`config.mk`:
```
export PLATFORM = sky130hd
export DESIGN_NAME = tea_keys
export DESIGN_NICKNAME = d
export VERILOG_FILES = /design/src/design/tea_pkg.sv /design/src/design/tea_keys.sv
export SDC_FILE = /design/constraint.sdc
export NUM_CORES = 1
export LEC_CHECK = 0
export BUFFER_PORTS_ARGS = -buffer_cell sky130_fd_sc_hd__buf_2
export CAP_MARGIN = 20
export CORE_ASPECT_RATIO = 1.25
export CORE_UTILIZATION = 45
export CTS_CLUSTER_DIAMETER = 100
export DETAILED_ROUTE_END_ITERATION = 8
export GPL_TIMING_DRIVEN = 0
export MAX_ROUTING_LAYER = met4
export PLACE_DENSITY = 0.76
export SYNTH_ARGS = -nofsm -noshare
export SYNTH_HDL_FRONTEND = slang
export SYNTH_SLANG_ARGS = --single-unit
```
`constraint.sdc`:
```
create_clock -name clk -period 0.8 [get_ports clk]
set_input_delay 0.16 -clock clk [delete_from_list [all_inputs] [get_ports clk]]
set_output_delay 0.16 -clock clk [all_outputs]
set_load 0.01 [all_outputs]
```
`src/design/tea_pkg.sv`:
```
`timescale 1ns / 1ps

package tea_pkg;

    localparam int ROUNDS    = 32;
    localparam int STAGES    = 2 * ROUNDS;
    localparam int WORD_W    = 32;
    localparam int CFG_IDX_W = 2;

    localparam logic [WORD_W-1:0] DELTA = 32'h9e37_79b9;

    localparam logic OP_ENCRYPT = 1'b0;
    localparam logic OP_DECRYPT = 1'b1;

    localparam logic [CFG_IDX_W-1:0] REG_KEY0 = 2'd0;
    localparam logic [CFG_IDX_W-1:0] REG_KEY1 = 2'd1;
    localparam logic [CFG_IDX_W-1:0] REG_KEY2 = 2'd2;
    localparam logic [CFG_IDX_W-1:0] REG_KEY3 = 2'd3;

    typedef struct packed {
        logic              op;
        logic [WORD_W-1:0] left;
        logic [WORD_W-1:0] right;
    } tea_item_t;

    typedef struct packed {
        logic [WORD_W-1:0] w0;
        logic [WORD_W-1:0] w1;
        logic [WORD_W-1:0] w2;
        logic [WORD_W-1:0] w3;
    } tea_key_t;

    function automatic logic [WORD_W-1:0] tea_mix(
        input logic [WORD_W-1:0] v,
        input logic [WORD_W-1:0] acc,
        input logic [WORD_W-1:0] ka,
        input logic [WORD_W-1:0] kb
    );
        tea_mix = ((v << 4) + ka) ^ (v + acc) ^ ((v >> 5) + kb);
    endfunction

    // Running sum seen by round r, counted from zero in the forward direction.
    function automatic logic [WORD_W-1:0] enc_sum(input int r);
        logic [63:0] prod;
        prod = 64'(DELTA) * 64'(r + 1);
        enc_sum = prod[WORD_W-1:0];
    endfunction

    function automatic logic [WORD_W-1:0] dec_sum(input int r);
        logic [63:0] prod;
        prod = 64'(DELTA) * 64'(ROUNDS - r);
        dec_sum = prod[WORD_W-1:0];
    endfunction

endpackage

```
`src/design/tea_keys.sv`:
```
`timescale 1ns / 1ps

module tea_keys (
    input  logic                          clk,
    input  logic                          rst_n,
    input  logic                          cfg_wr_en,
    input  logic [tea_pkg::CFG_IDX_W-1:0] cfg_index,
    input  logic [tea_pkg::WORD_W-1:0]    cfg_wdata,
    output tea_pkg::tea_key_t             key
);
    import tea_pkg::*;

    tea_key_t key_reg;
    tea_key_t key_next;

    always_comb
    begin
        key_next = key_reg;
        if (cfg_wr_en)
        begin
            case (cfg_index)
                REG_KEY0: key_next.w0 = cfg_wdata;
                REG_KEY1: key_next.w1 = cfg_wdata;
                REG_KEY2: key_next.w2 = cfg_wdata;
                REG_KEY3: key_next.w3 = cfg_wdata;
                default:  key_next = key_reg;
            endcase
        end
    end

    always_ff @(posedge clk or negedge rst_n)
    begin
        if (!rst_n)
        begin
            key_reg <= '0;
        end
        else
        begin
            key_reg <= key_next;
        end
    end

    assign key = key_reg;

endmodule

```
### Yosys cells after proc, flatten, opt, wreduce, memory -nomap -nowiden

Cells that the tools add are included.

| cells by class | value |
|---|---|
| eq/ne operators | 3 |
| reductions and logical operators | 5 |

Operators by type and width:

| operator | number |
|---|---|
| AND reduction 2 bit | 4 |
| equality test 2 bit (second input constant) | 2 |
| equality test 2 x 1 -> 1 bit (second input constant) | 1 |
| logical NOT 2 bit | 1 |

| word-level totals | value |
|---|---|
| input port bits | 37 |
| bits in registers | 128 |
| logic and storage cells | 12 |
| output and inout bits | 128 |

### Logic depth before layout (Yosys ltp)

| depth | value |
|---|---|
| depth after elaboration | 2 |
| mapped depth | 3 |
| depth with buffers taken out | 2 |

### Worst setup path after synthesis

Ideal clock, no wire load.

| timing path | value |
|---|---|
| kind | input port to flip-flop |
| start | input port cfg_index[1] (netlist name) |
| end | register key_reg (netlist bit key[121]) |
| library setup time | 125 ps |
| arrival time | 995 ps |
| required time | 675 ps |
| slack | -319 ps |
| buffers on the path | 1 |
| stages | 3 |
| cells stage by stage | nor3b_2 > buf_4 > mux2_2 |

| between the ends | value |
|---|---|
| longest elaborated chain between the ends | 2 |

RTL lines:

| element | line | text |
|---|---|---|
| from (decl) | tea_keys.sv:7 | `input logic [tea_pkg::CFG_IDX_W-1:0] cfg_index,` |
| logical NOT 2 bit | tea_keys.sv:21 | `case (cfg_index)` |
| AND reduction 2 bit (no source line) | -- |  |
| to (signal assigned) | tea_keys.sv:39 | `key_reg <= key_next;` |
| to (decl) | tea_keys.sv:13 | `tea_key_t key_reg;` |

Every way passes these cells.
A chain may end at the register's enable or synchronous reset.

### Worst setup path in the final report

| timing path | value |
|---|---|
| start | register key_reg (netlist bit key[2]) |
| end | output port key[2] (netlist name) |

RTL lines:

| element | line | text |
|---|---|---|
| to (decl) | tea_keys.sv:9 | `output tea_pkg::tea_key_t key` |

No word-level cell between the ends.

==> results.cfg <==
[placed_design]
io_buffer_count = 164
place_congestion = 0.721
placed_cells = 566
dp_hpwl_um = 7370

[timing]
setup_ws_ns = -0.309
tightest_slew_ns = 0.523
rsz0062_at_grt = yes
max_freq_mhz = 902
setup_tns_ns = -40.30
min_period_ns = 1.11
slew_violations = 0
hold_viol_final = 54
skew_ns = 0
slew_headroom_pct = 65.1
setup_violations = 188
hold_slack_ns = -0.288
period_share_pct = 139

[critical_path]
cp_slowest_cell = dfrtp_1
start_kind = register
cp-end-kind = primary output
worstPathRequired_ns = 0.64
setup.worst_path.class = register to primary output
cp_max_fo = 2
crit_family = flip-flops
crit_buf_inv = 1
cp.arrival_ns = 0.95
cpPeakStageDelay_ns = 0.41
cp_cell_sequence = buf_6

[synthesis]
synth_top_area_cell = dfrtp_1
syn_nets = 309
yosysWarnings = 0
syn_area_per_cell_um2 = 17.4
synth.top_cell.area_share_pct = 67.5
synth_cell_type_count = 8
syn_inst = 272
yosysSeqAreaShare_pct = 67.5
synthesis.area_um2 = 4740
synth_area_leaders = dfrtp_1, mux2_2, buf_2
ys_ff_latch = 128

[detailed_routing]
drcViolationCount = 0
via_per_inst = 4.90
drt_first_pass_iters = 4
ant_nets = 0
finalWirelength_um = 12100
detail_route.wl_per_cell_um = 18.2
drt_iter0_drc = 94
vias = 3251

[cells_and_area]
layoutNonFillerInstCount = 664
largest_register_ffs = 128
nets = 559
layout.area.seq_um2 = 3200
nFillCells = 638
drive_gt1_share_pct = 75.7
num_antenna_cells = 0
syn_to_final_growth_pct = 60.9
multi_input_area_um2 = 1770

[global_route]
grt_pass1_vias = 3281
groute.usage.overall_pct = 22.5
antenna_found_initial = 0
grt_pass1_wl_um = 17500
grt_max_degree = 75
overflow = 0

[clock_tree]
path_clk_slew_ns = 0.06
htreeDepth = 4
cts-root-buf = clkbuf_16
cts_num_sinks = 128
cts_buffers = 17
cts_buffer_depth = 2
cts_tree = yes
clock_latency_ns = 0.40

[floorplan]
num_rows = 41
dieArea_um2 = 11000
num_io_pins = 165
fp.dieH_um = 117
start_util_pct = 46.7
core_area_um2 = 10200
die_x_um = 93.8

[power_and_ir_drop]
power_leakage_uw = 0.00387
power_density_nw_per_um2 = 2890
ir_drop_mv = 2.02
power.total_uw = 22100

[job]
drv_cap = 0

[outcome]
status = finished with violations
violations = hold timing, setup timing

[worst_hold_path]
hold_class = input port to asynchronous set/reset pin
-- cells in the final DEF (no fill, tap or decap) --
cell / Yosys / routed
buf_12: 0 / 4
buf_16: 0 / 1
buf_2: 9 / 133
buf_4: 3 / 33
buf_6: 0 / 64
buf_8: 0 / 6
bufinv_16: 0 / 4
clkbuf_16: 0 / 18
clkbuf_4: 0 / 1
clkbuf_8: 0 / 2
clkinv_2: 0 / 3
clkinv_4: 0 / 3
clkinvlp_4: 0 / 2
dfrtp_1: 128 / 128
inv_6: 0 / 1
mux2_2: 126 / 55
mux2_4: 0 / 73
nand3_4: 0 / 1
nand3b_1: 2 / 2
nor3b_4: 0 / 1
-- kinds of logic after synthesis --
group / after synthesis / synth area share (%)
multiplexers: 128 / 30.4
AND/OR/NAND/NOR: 4 / 0.685
flip-flops: 128 / 67.5
buffers and inverters: 12 / 1.42
-- per-layer routing --
layer	global-route usage, %	part of all wire (%)	routed length (um)
met5	-	0	0
met4	9.33	1.3	153
met3	6.78	5.8	700
met2	36.9	52	6280
met1	25.7	41	4950
-- Yosys cell counts --
library cell  instances
nand3b_1              2
mux2_1                2
buf_4                 3
mux2_2              126
buf_2                 9
nand3_1               1
nor3b_2               1
dfrtp_1             128
-- repair_timing --
action | CTS | global route
endpoints found under the setup margin | 218 | 234
cloned | 2 | 3
endpoints found under the hold margin | 54 | 54
resized for setup | 71 | 51
pin swaps | 1 | 0
setup buffers | 42 | 31
-- layout make-up --
cell class	count	area share (%)
clock buffers	19	5.93
flip-flops and latches	128	42.0
multi-input cells	132	23.1
clock inverters	13	2.43
well taps	129	2.11
repair buffers	231	22.2
plain buffers	12	2.26
-- final timing paths --
check,slack [ns],cells past startpoint,end,start
max,-0.31,1,key[2],key[2]
min,-0.29,1,key[98],rst_n
max reg2reg,-0.16,3,key[82],key[82]
min reg2reg,0.50,1,key[86],key[86]
max in group asynchronous,0.36,2,key[109],rst_n
min in group clk,0.03,2,key[27],cfg_wdata[27]
-- metrics by stage --
stage	instance area [um2]	util [%]	setup WS, ns
after CTS	7260	71.4	-0.310
after global placement	5930	58.3	-1.93
after global routing	7630	75.2	-0.347
after floorplan	4940	-	-0.267
after detailed placement	5960	58.7	-0.588
final	7630	75.2	-0.309
-- power by group --
part / total, uW / switching, uW / internal [uW]
combinational: 5440 / 2070 / 3370
sequential: 8450 / 740 / 7710
clock: 8190 / 2800 / 5380
total: 22100 / 5610 / 16500
(Power assumes the default switching activity.)
